### src/rtl/hkst_pkg.sv
// Shared constants and codes for the hashed key set table.
package hkst_pkg;

  localparam int KEY_W         = 64;
  localparam int BUCKETS_DEF   = 1321;
  localparam int WAYS_DEF      = 4;

  typedef enum logic [1:0] {
    ACT_INSERT = 2'd0,
    ACT_DELETE = 2'd1,
    ACT_FIND   = 2'd2,
    ACT_UNUSED = 2'd3
  } action_e;

  typedef enum logic [1:0] {
    ST_DONE    = 2'd0,
    ST_ABSENT  = 2'd1,
    ST_FULL    = 2'd2,
    ST_SKIPPED = 2'd3
  } status_e;

endpackage

### src/rtl/hkst_mod_unit.sv
// Pipelined remainder of a 64-bit key by the bucket count.
module hkst_mod_unit #(
  parameter int BUCKETS = hkst_pkg::BUCKETS_DEF,
  parameter int ROW_W   = $clog2(BUCKETS)
) (
  input  logic                       clk_i,
  input  logic                       rst_ni,
  input  logic                       start_i,
  input  logic [hkst_pkg::KEY_W-1:0] key_i,
  output logic                       done_o,
  output logic [ROW_W-1:0]           rem_o
);
  import hkst_pkg::*;

  localparam int CHUNK_W = 16;
  localparam int S_W     = CHUNK_W + ROW_W + 2;
  localparam int P_W     = 2 * S_W;
  localparam int RW1     = ROW_W + 1;

  localparam logic [S_W-1:0] RES1      = S_W'((64'd1 << CHUNK_W) % 64'(BUCKETS));
  localparam logic [S_W-1:0] RES2      = S_W'((64'd1 << (2 * CHUNK_W)) % 64'(BUCKETS));
  localparam logic [S_W-1:0] RES3      = S_W'((64'd1 << (3 * CHUNK_W)) % 64'(BUCKETS));
  localparam logic [S_W-1:0] RECIP     = S_W'((64'd1 << S_W) / 64'(BUCKETS));
  localparam logic [S_W-1:0] BUCKETS_S = S_W'(BUCKETS);
  localparam logic [ROW_W:0] BUCKETS_R = RW1'(BUCKETS);

  logic             v1_q;
  logic             v2_q;
  logic             done_q;
  logic [S_W-1:0]   sum_d;
  logic [S_W-1:0]   sum_q;
  logic [S_W-1:0]   sum2_q;
  logic [S_W-1:0]   quo_q;
  logic [P_W-1:0]   prod;
  logic [S_W-1:0]   diff;
  logic [ROW_W:0]   rem_w;
  logic [ROW_W:0]   rem_c;
  logic [ROW_W-1:0] rem_d;
  logic [ROW_W-1:0] rem_q;

  // The key is folded as four 16-bit chunks, each weighted by the residue of
  // its place value, which keeps the sum congruent to the key.
  assign sum_d = S_W'(key_i[CHUNK_W-1:0])
               + S_W'(key_i[2*CHUNK_W-1:CHUNK_W]) * RES1
               + S_W'(key_i[3*CHUNK_W-1:2*CHUNK_W]) * RES2
               + S_W'(key_i[KEY_W-1:3*CHUNK_W]) * RES3;

  // The reciprocal quotient is at most one below the true one, so the
  // difference lies under twice the bucket count and one correction suffices.
  assign prod  = P_W'(sum_q) * P_W'(RECIP);
  assign diff  = sum2_q - quo_q * BUCKETS_S;
  assign rem_w = diff[ROW_W:0];
  assign rem_c = rem_w - BUCKETS_R;
  assign rem_d = (rem_w >= BUCKETS_R) ? rem_c[ROW_W-1:0] : rem_w[ROW_W-1:0];

  always_ff @(posedge clk_i or negedge rst_ni) begin
    if (!rst_ni) begin
      v1_q   <= 1'b0;
      v2_q   <= 1'b0;
      done_q <= 1'b0;
    end else begin
      v1_q   <= start_i;
      v2_q   <= v1_q;
      done_q <= v2_q;
    end
  end

  always_ff @(posedge clk_i) begin
    if (start_i) begin
      sum_q <= sum_d;
    end
    if (v1_q) begin
      quo_q  <= prod[P_W-1:S_W];
      sum2_q <= sum_q;
    end
    if (v2_q) begin
      rem_q <= rem_d;
    end
  end

  assign done_o = done_q;
  assign rem_o  = rem_q;

endmodule

### config.mk
export PLATFORM = sky130hd
export DESIGN_NAME = hkst_mod_unit
export DESIGN_NICKNAME = d
export VERILOG_FILES = /design/src/rtl/hkst_pkg.sv /design/src/rtl/hkst_mod_unit.sv
export SDC_FILE = /design/constraint.sdc
export NUM_CORES = 1
export LEC_CHECK = 0
export BUFFER_PORTS_ARGS = -buffer_cell sky130_fd_sc_hd__buf_2
export CAP_MARGIN = 20
export CORE_MARGIN = 2
export CORE_UTILIZATION = 50
export DETAILED_ROUTE_END_ITERATION = 16
export PLACE_DENSITY_LB_ADDON = 0.08
export SETUP_SLACK_MARGIN = 0.2
export SLEW_MARGIN = 20
export SYNTH_ARGS = -nofsm -noshare
export SYNTH_HDL_FRONTEND = slang
export SYNTH_SLANG_ARGS = --single-unit
### constraint.sdc
create_clock -name clk_i -period 14.9 [get_ports clk_i]
set_clock_uncertainty 0.15 [all_clocks]
set_input_delay 0.745 -clock clk_i [delete_from_list [all_inputs] [get_ports clk_i]]
set_output_delay 0.745 -clock clk_i [all_outputs]
set_load 0.05 [all_outputs]
**Word level (Yosys, flattened, before mapping)**

Index checks and enable logic that the tools add are counted.

- Multiplexer cells: 1
- Multiply operators: 5
- $add $sub $neg: 5
- Magnitude comparators: 1

Operators with widths:

| kind | number |
|---|---|
| 16-bit by 10-bit multiplier with 26-bit output, second input constant | 2 |
| 29-bit by 17-bit multiplier with 46-bit output, second input constant | 1 |
| 28-bit by 26-bit adder with 29-bit output | 1 |
| 27-bit by 27-bit adder with 28-bit output | 1 |
| 16-bit by 26-bit adder with 27-bit output | 1 |
| 16-bit by 11-bit multiplier with 27-bit output, second input constant | 1 |
| 19-bit by 11-bit multiplier with 12-bit output, second input constant | 1 |
| 12-bit by 11-bit greater-or-equal comparator with 1-bit output, second input constant | 1 |
| 12-bit subtractor | 1 |
| 11-bit 2-to-1 mux | 1 |
| 11-bit subtractor, second input constant | 1 |

- Register bits after elaboration: 74
- Word-level logic and storage cells: 19

**Logic depth before layout (Yosys ltp)**

Gate-level depths: netlist of run 1.

- Depth after elaboration: 4
- Mapped depth: 26

**Worst setup path after synthesis of run 1**

No wires, ideal clock.

- Path type: input-to-reg
- Start: in key_i[57] (netlist bit)
- End: reg sum_q[27] (data pin)
- Required time: 14.493 ns
- Stages: 21
- Slack: 7.913 ns
- Arrival time: 6.579 ns
- Cell sequence: inv_1 > fa_1 > inv_1 > fa_1 > fa_1 > inv_1 > fa_1 > inv_1 > fa_1 > fa_1 > fa_1 > fa_1 > ha_1 > a2111oi_0 > o21ai_0 > o21ai_0 > nand2_1 > a31oi_1 > o21ai_0 > o41a_1 > xor2_1

- Word-level cells in the longest chain between the ends: 2

Ends and longest elaborated chain:

| what | RTL line | RTL |
|---|---|---|
| start: declaration | hkst_mod_unit.sv:9 | `input logic [hkst_pkg::KEY_W-1:0] key_i,` |
| 16-bit by 10-bit multiplier with 26-bit output | hkst_mod_unit.sv:46 | `+ S_W'(key_i[KEY_W-1:3*CHUNK_W]) * RES3;` |
| 28-bit by 26-bit adder with 29-bit output | hkst_mod_unit.sv:46 |  |
| net sum_d[27] | hkst_mod_unit.sv:30 | `logic [S_W-1:0] sum_d;` |
| end signal: assignment | hkst_mod_unit.sv:70 | `sum_q <= sum_d;` |
| end: declaration | hkst_mod_unit.sv:31 | `logic [S_W-1:0] sum_q;` |

The timed path passes the listed nets, and every way through them passes these cells.
A chain may end at the register's enable or synchronous reset.

**Worst setup path in the final report of run 1**

- Start: in key_i[52] (netlist bit)
- End: reg sum_q[27] (data pin)

Same word-level chain as after synthesis.

==> results of run 1 <==
-- how the worst max path moves through the flow --
stage	to	slack, ps
5_1_grt	sum_q[27]	7350
3_5_place_dp	sum_q[27]	7290
3_3_place_gp	sum_q[27]	7350
6_report	sum_q[27]	7640
2_1_floorplan	sum_q[27]	7910
4_1_cts	sum_q[27]	7650
-- sequential cells by signal (all words and copies together), names as in the netlist --
signal	count
done_o	1
quo_q	12
rem_o	11
sum2_q	12
sum_q	29
v1_q	1
v2_q	1
-- synthesized netlist by cell type (4+ instances only) --
cell type	instances
nand4_1	6
nor2_1	28
xor2_1	18
xnor2_1	53
o2111ai_1	4
nand3_1	15
fa_1	450
nor4_1	4
a21o_1	14
o21a_1	8
and3_1	6
nor2b_1	9
o211ai_1	7
nand2b_1	4
inv_1	650
a31oi_1	8
o21ai_0	29
a211oi_1	7
nor3_1	11
and2_1	4
o21bai_1	4
edfxtp_1	64
nand2_1	23
ha_1	389
a21oi_1	43
-- kinds of logic (layout without fill, tap and decap cells) --
family | after synthesis | count (layout) | synth area share, %
mux | 1 | 1 | 0.0483
fa+ha+maj | 839 | 839 | 67.0
simple gates | 118 | 118 | 2.88
compound gates | 159 | 159 | 5.35
buf+inv | 655 | 745 | 11.9
xor+xnor | 73 | 73 | 3.16
flops | 67 | 67 | 9.64
-- critical path, cell delays in order --
cell and delay, ps:
buf_2 170, inv_1 140, fa_1 550, inv_1 50, fa_1 460, fa_1 530, inv_1 70, fa_1 500
fa_1 520, inv_1 60, fa_1 440, fa_1 540, fa_1 410, ha_1 340, a211oi_1 250, o211ai_1 190
nand4_1 160, nand2_1 130, a31oi_1 300, o21ai_0 170, o41a_1 340, xor2_1 160
-- layer usage --
| layer | vias to the layer above | routed length (um) | share of wire [%] | track usage, % |
|---|---|---|---|---|
| li1 | 6002 | - | - | - |
| met1 | 6353 | 19200 | 42 | 28.2 |
| met2 | 133 | 24000 | 52 | 41.6 |
| met3 | 48 | 792 | 1.7 | 1.82 |
| met4 | 0 | 1810 | 3.9 | 8.50 |
| met5 | - | 0 | 0 | 0 |
-- stage by stage --
stage	worst slack [ps]	utilization (%)	instances	area [um2]	hold slack [ps]
finish	7640	54.0	2534	22000	23.7
global route	7350	54.0	2534	22000	20.0
floorplan	7910	-	1912	20700	299
global placement	7350	53.3	2518	21700	393
CTS	7650	54.0	2534	22000	10.5
detailed placement	7290	53.3	2518	21700	394
-- final cells by class --
cell class / count / area share, %
multi-input cells: 1190 / 73.7
inverters: 650 / 11.1
flip-flops and latches: 67 / 9.06
well taps: 532 / 3.02
repair buffers: 79 / 1.81
clock buffers: 10 / 1.04
clock inverters: 6 / 0.256
-- layout by cell type (no fill, tap or decap), types with 15 or more instances in the layout --
master and instances:
nand2_1 23, xor2_1 18, nor2_1 28, edfxtp_1 64, a21oi_1 43, nand3_1 15, inv_1 650, fa_1 450
buf_2 78, o21ai_0 29, xnor2_1 53, ha_1 389
==> impl_metrics.py, run 1 <==
metrics = {
    "global_route": {
        "grt_pass1_wl_mm": 75.0,
        "grt_pass1_vias": 14073,
        "grt_usage_pct": 22.8,
        "grt_max_degree": 31,
        "antenna_found_initial": 0,
        "grt.overflow.total": 0,
    },
    "sta": {
        "period_share_pct": 48.8,
        "setup_tns_ps": 0,
        "finalMaxSlewViolations": 0,
        "fmax_mhz": 138,
        "slew-limit-headroom_pct": 33.5,
        "fin_crit_ps": 7260,
        "hold_viol": 0,
        "rsz0062_at_grt": "no",
        "worst_pin_slew_ps": 997,
        "setup_viol": 0,
    },
    "drt": {
        "drt_iter0_drc": 385,
        "num_vias": 12536,
        "wirelength_mm": 45.8,
        "drc": 0,
        "wire_per_inst_um": 18.1,
        "vias_per_cell": 4.95,
        "ant_nets": 0,
        "drt_first_pass_iters": 6,
    },
    "critical_path": {
        "worstPathArrival_ps": 7210,
        "crit_start": "key_i[52]",
        "critPathLaunchType": "input port",
        "crit_type": "input port to flop",
        "cp_max_fo": 4,
        "worstRegToRegCells": 19,
        "reg2reg_from": "sum_q[7]",
        "reg2reg_slack_ps": 8880,
        "critPathRequiredTime_ps": 14840,
        "r2r_end": "quo_q[9]",
        "critPathCaptureType": "flop",
    },
    "die": {
        "design.core.area_um2": 40800,
        "die_w_um": 208,
        "initial_core_util_pct": 50.7,
        "die_h_um": 208,
        "dieArea_um2": 43100,
        "ioPinCount": 79,
        "rows": 74,
    },
    "clock_tree": {
        "postCtsResizedCells": 0,
        "cts-buffers-inserted": 9,
        "cts_tree": "done",
        "cts-root-buf": "clkbuf_16",
        "hold_buffers": 0,
        "clockBufferDepth": 2,
        "cts_max_level": 3,
        "post_cts_buffers": 0,
        "path_clk_slew_ps": 60,
        "insertion_delay_ps": 360,
        "cts.sinks": 67,
    },
    "job": {
        "cap_viol_max_count": 0,
    },
    "finish": {
        "diodes": 0,
        "final_nets": 2903,
        "regArea_um2": 2000,
        "fill_cells": 3742,
        "drive_gt1_share_pct": 5.74,
        "multi_input_area_um2": 16200,
        "syn_to_final_growth_pct": 6.37,
    },
    "worst_hold_path": {
        "hp-class": "input port to asynchronous set/reset pin",
    },
    "placement": {
        "port_buffers": 78,
        "routabilityCongestion": 0.970,
        "hpwl_mm": 42.9,
    },
    "yosys": {
        "synth_flop_cell": "edfxtp_1",
        "synth_cells": 1912,
        "ys_seq_area_share_pct": 9.64,
        "synth-warning-count": 0,
        "syn_avg_cell_area_um2": 10.8,
        "async_reset_ff_share_pct": 4.48,
        "netlist.area_leader.share_pct": 43.5,
        "yosysUniqueCellTypes": 63,
        "post-synth-top-area-cell": "fa_1",
        "synth-edff-count": 64,
        "netlist_area_um2": 20700,
        "synthTopCellsByArea": "fa_1 (43%), ha_1 (24%), inv_1 (12%), edfxtp_1 (9.3%), xnor2_1 (2.2%)",
        "synth_nets": 2818,
        "ys_ff_latch": 67,
    },
    "run_status": {
        "status": "finished clean",
    },
}
Power of run 1 is not shown: default switching activity piles up to over one toggle a cycle in this logic, so the estimate is an artifact.
==> run 2: changes to the inputs <==
ABC_AREA = 1   (was default)
clock period = 6.7 ns   (was 14.9 ns; I/O delays follow)
==> impl_metrics.py, run 2 <==
metrics = {
    "placement": {
        "hpwl_mm": 48.6,
        "routabilityCongestion": 0.939,
        "port_buffers": 78,
        "dp_slack_ps": -120,
        "place_inst": 2917,
    },
    "critical_path": {
        "cp_slowest_cell": "fa_1",
        "critPathCaptureType": "flop",
        "cp_cell_sequence": "buf_2 > inv_1 > fa_1 > fa_1 > inv_1 > fa_1 > inv_1 > fa_1 > inv_1 > fa_1 > fa_1 > fa_1 > fa_1 > ha_1 > a21oi_2 > o21ai_0 > a21oi_1 > nand3_2 > a31oi_1 > xnor2_1",
        "crit_type": "input port to flop",
        "max_stage_delay_ps": 540,
        "worstRegToRegCells": 18,
        "critPathRequiredTime_ps": 6650,
        "critPathLaunchType": "input port",
        "cp_max_fo": 6,
        "critPathBufInv": 5,
        "cp_common_cell": "fa_1",
        "worstPathArrival_ps": 6330,
        "worstSetupPathDepth": 20,
        "critical_path.top_delay_family": "adder cells",
    },
    "yosys": {
        "synth-edff-count": 64,
        "synthTopCellsByArea": "fa_1 (42%), ha_1 (22%), inv_1 (13%), edfxtp_1 (8.9%), nand2_1 (3.7%)",
        "netlist.area_leader.share_pct": 41.6,
        "ys_ff_latch": 67,
        "synth_most_common_cell": "inv_1",
        "synth_top_cells_by_count": "inv_1 (723), fa_1 (450), ha_1 (389)",
        "post-synth-top-area-cell": "fa_1",
        "synth_flop_cell": "edfxtp_1",
        "yosysUniqueCellTypes": 39,
        "synth_cells": 2232,
        "syn_avg_cell_area_um2": 9.69,
        "ys_seq_area_share_pct": 9.23,
        "async_reset_ff_share_pct": 4.48,
        "netlist_area_um2": 21600,
        "synth_nets": 3138,
        "synth-warning-count": 0,
    },
    "die": {
        "initial_core_util_pct": 50.4,
        "die_h_um": 212,
        "design.core.area_um2": 42900,
        "die_w_um": 212,
        "rows": 76,
        "ioPinCount": 79,
        "dieArea_um2": 45000,
    },
    "global_route": {
        "grt.overflow.total": 0,
        "grt_usage_pct": 24.8,
        "grt_pass1_vias": 15358,
        "grt_max_degree": 31,
        "grt_pass1_wl_mm": 83.4,
        "antenna_found_initial": 1,
    },
    "clock_tree": {
        "cts_max_level": 3,
        "clockBufferDepth": 2,
        "path_clk_slew_ps": 70,
        "cts_tree": "done",
        "cts.sinks": 67,
        "cts-root-buf": "clkbuf_16",
        "insertion_delay_ps": 350,
        "cts-buffers-inserted": 9,
    },
    "sta": {
        "period_share_pct": 95.3,
        "rsz0062_at_grt": "yes",
        "hold_viol": 0,
        "whs_ps": 167,
        "finalMaxSlewViolations": 0,
        "setup_viol": 0,
        "fin_crit_ps": 6380,
        "slew-limit-headroom_pct": 33.0,
        "setup_ws_ps": 316,
        "fmax_mhz": 157,
        "worst_pin_slew_ps": 1010,
    },
    "drt": {
        "drt_first_pass_iters": 5,
        "ant_nets": 0,
        "num_vias": 14551,
        "drc": 0,
        "wirelength_mm": 52.4,
        "drt_iter0_drc": 784,
        "vias_per_cell": 4.96,
        "wire_per_inst_um": 17.8,
    },
    "finish": {
        "multi_input_area_um2": 16900,
        "fill_cells": 3989,
        "top_regs": "sum_q: 29 flops, quo_q: 12 flops, sum2_q: 12 flops",
        "regArea_um2": 2000,
        "top_register": "sum_q",
        "drive_gt1_share_pct": 6.39,
        "final_nets": 3250,
        "syn_to_final_growth_pct": 7.69,
        "final_cells": 2935,
        "layout_common_cells": "inv_1 (723), fa_1 (450), ha_1 (388)",
        "final_common_cell": "inv_1",
        "largest_register_ff_count": 29,
    },
    "run_status": {
        "status": "finished clean",
    },
    "worst_hold_path": {
        "hp-class": "input port to asynchronous set/reset pin",
    },
    "job": {
        "cap_viol_max_count": 0,
    },
}
-- run 2: cell types whose count changed in the layout (fill, tap and decap cells not counted), sizes merged, moves of 23 or more --
cell / before / now
nand2: 23 / 222
inv: 650 / 728
buf: 79 / 102
nand3: 15 / 48
nor2: 28 / 76
xnor2: 54 / 26
a21oi: 44 / 72
-- run 2: per-stage QoR --
stage          TNS (ps)  cell area (um2)  utilization (%)
6_report              0            23300             54.3
5_1_grt               0            23300             54.3
4_1_cts               0            23300             54.2
3_5_place_dp       -221            22900             53.4
3_3_place_gp       -135            22900             53.4
2_1_floorplan         0            21600                -
-- run 2: logic make-up (layout without fill, tap and decap cells) --
| group | Yosys count | in the layout | share of synthesized area, % |
|---|---|---|---|
| adders and majority gates | 839 | 839 | 64.1 |
| buffers and inverters | 728 | 845 | 12.7 |
| and+or+nand+nor | 382 | 382 | 7.50 |
| AOI/OAI and AO/OA | 154 | 154 | 3.94 |
| DFF | 67 | 67 | 9.23 |
| xor gates and xnor gates | 62 | 62 | 2.51 |
| other | 0 | 1 | 0 |
-- run 2: layer usage --
layer  share of wire, %  global-route usage (%)
met2                 46                    38.6
met5              0.021                       0
met1                 47                    36.6
met4                1.5                    4.10
met3                5.9                    4.77
-- run 2: repair_timing --
item	4_1_cts	5_1_grt
setup buffers	0	0
hold buffers	1	0
resized for setup	0	11
endpoints found under the setup margin	0	9
hold endpoints to repair	3	0
-- run 2: worst paths after layout --
kind	from	end	slack [ps]
worst max-delay path	key_i[60]	sum_q[23]	320
worst min-delay path	rst_ni	done_o	170
worst max register to register	sum_q[13]	quo_q[11]	790
worst min register to register	v2_q	done_o	520
max in group asynchronous	rst_ni	v1_q	6120
min in group clk_i	key_i[0]	sum_q[0]	350
-- run 2: final cells by class --
class,instances,share of cell area (%)
Timing Repair Buffer,103,2.49
Inverter,726,11.7
Sequential cell,67,8.57
Antenna cell,1,0.0107
Multi-Input combinational cell,1437,72.7
Clock buffer,9,0.967
Tap cell,585,3.14
Clock inverter,7,0.424
-- run 2: worst register-to-register path, cell delays in order, from the launching register on --
cell and delay (ps):
edfxtp_1 590, ha_1 370, inv_1 90, fa_1 500, inv_1 70, fa_1 490, fa_1 530, fa_1 520
fa_1 500, ha_1 430, a21oi_1 230, inv_1 60, a31oi_1 160, o21ai_0 110, a21oi_1 120, nand2_1 130
nand2_1 90, nand2_1 60, xnor2_1 430
Power of run 2 is left out for the same reason.
==> run 3: changes to the inputs <==
CORE_ASPECT_RATIO = 1.25   (was default)
CORE_MARGIN = 3   (was 2)
CORE_UTILIZATION = 65   (was 50)
==> impl_metrics.py, run 3 (same netlist as run 2, synthesis figures left out) <==
metrics = {
    "finish": {
        "regArea_um2": 2000,
        "top_register": "sum_q",
        "drive_gt1_share_pct": 6.77,
        "fill_cells": 2620,
        "final_nets": 3265,
        "syn_to_final_growth_pct": 7.03,
        "layout_common_cells": "inv_1 (723), fa_1 (450), ha_1 (387)",
        "final_common_cell": "inv_1",
        "top_regs": "sum_q: 29 flops, quo_q: 12 flops, sum2_q: 12 flops",
        "final_cells": 2782,
        "largest_register_ff_count": 29,
        "multi_input_area_um2": 16900,
        "diodes": 0,
    },
    "sta": {
        "worst_pin_slew_ps": 734,
        "fin_crit_ps": 6280,
        "slew-limit-headroom_pct": 51.0,
        "period_share_pct": 93.7,
        "rsz0062_at_grt": "yes",
        "finalMaxSlewViolations": 0,
        "setup_viol": 0,
        "hold_viol": 0,
        "fmax_mhz": 159,
    },
    "drt": {
        "ant_nets": 0,
        "wire_per_inst_um": 19.1,
        "highest_layer": "met4",
        "drt-met1-wl_mm": 19.3,
        "wirelength_mm": 53.1,
        "drt_iter0_drc": 699,
        "wl_met2_mm": 28.7,
        "wl_met3_mm": 1.49,
        "num_vias": 14865,
        "drc": 0,
        "vias_per_cell": 5.34,
        "drt_first_pass_iters": 5,
    },
    "global_route": {
        "grt_usage_pct": 31.6,
        "grt.overflow.total": 0,
        "grt_pass1_wl_mm": 85.3,
        "grt_max_degree": 31,
        "antenna_found_initial": 0,
        "grt_pass1_vias": 16798,
    },
    "clock_tree": {
        "cts_max_level": 3,
        "clockBufferDepth": 2,
        "cts.sinks": 67,
        "cts-root-buf": "clkbuf_16",
        "cts_tree": "done",
        "cts-buffers-inserted": 9,
        "insertion_delay_ps": 350,
        "path_clk_slew_ps": 60,
        "post_cts_buffers": 0,
    },
    "critical_path": {
        "r2r_end": "quo_q[9]",
        "critPathLaunchType": "input port",
        "critPathRequiredTime_ps": 6650,
        "crit_type": "input port to flop",
        "reg2reg_from": "sum_q[11]",
        "critPathCaptureType": "flop",
        "cp_max_fo": 4,
        "worstRegToRegCells": 20,
        "reg2reg_slack_ps": 1030,
        "cp_slowest_cell": "fa_1",
        "worstPathArrival_ps": 6230,
        "cp_common_cell": "fa_1",
        "max_stage_delay_ps": 560,
        "cp_cell_sequence": "buf_2 > inv_1 > buf_4 > fa_1 > inv_1 > fa_1 > fa_1 > inv_1 > fa_1 > inv_1 > fa_1 > fa_1 > fa_1 > fa_1 > ha_1 > inv_1 > o21bai_1 > a31oi_1 > nand2_1 > nand2_1 > nand3_1 > nand3_1 > nand3_1 > xor2_1",
    },
    "job": {
        "cap_viol_max_count": 0,
    },
    "worst_hold_path": {
        "hp-class": "input port to asynchronous set/reset pin",
    },
    "die": {
        "design.core.area_um2": 32800,
        "die_w_um": 169,
        "initial_core_util_pct": 66.0,
        "rows": 74,
        "die_h_um": 210,
        "dieArea_um2": 35500,
        "ioPinCount": 79,
    },
    "placement": {
        "port_buffers": 78,
        "place_inst": 2765,
        "hpwl_mm": 49.1,
        "routabilityCongestion": 1.03,
    },
    "run_status": {
        "status": "finished clean",
    },
}
-- run 3: cell count changes in the layout (fill, tap and decap cells not counted), moves of 2 or more --
cell      change
nand3_2       -2
buf_4        +15
clkbuf_1      +2
inv_6         -2
nand3_1       +2
-- run 3: area by class of cell --
type	count	share of cell area (%)
clock inverters	5	0.232
clock buffers	11	1.01
flip-flops and latches	67	8.63
well taps	418	2.26
multi-input cells	1437	73.1
inverters	726	11.8
repair buffers	118	2.99
-- run 3: worst max-delay path by stage --
stage	from	endpoint	slack [ps]
detailed placement	key_i[51]	sum_q[20]	-30
global placement	key_i[57]	sum_q[24]	70
global route	key_i[55]	sum_q[24]	160
CTS	key_i[56]	sum_q[24]	330
floorplan	key_i[51]	sum_q[17]	430
finish	key_i[59]	sum_q[24]	420
-- run 3: metrics by stage --
step	util, %	instance area (um2)	setup TNS [ps]	hold WS, ps	setup WS [ps]
6_report	70.6	23200	0	174	422
5_1_grt	70.6	23200	0	174	164
4_1_cts	70.5	23100	0	159	333
3_5_place_dp	69.6	22800	-66.2	-14.3	-33.8
3_3_place_gp	69.6	22800	0	-15.5	68.1
2_1_floorplan	-	21600	0	-111	435
-- run 3: timing repair --
item                                   in CTS  in global routing
hold buffers                                1                  0
gates resized for setup                     0                  8
setup endpoints to repair                   0                 13
endpoints found under the hold margin       3                  0
-- run 3: routing by layer --
metal | track usage [%] | up-vias
met1 | 36.1 | 7415
li1 | - | 6965
met4 | 18.1 | 0
met5 | 0 | -
met2 | 57.9 | 351
met3 | 2.68 | 134
-- run 3: worst max-delay path, delay by kind of cell --
family,cells,cell delay (ps)
xor gates and xnor gates,1,140
buffers and inverters,7,650
AOI/OAI and AO/OA,2,320
adders and majority gates,9,4230
and+or+nand+nor,5,520
Power of run 3 is left out for the same reason.
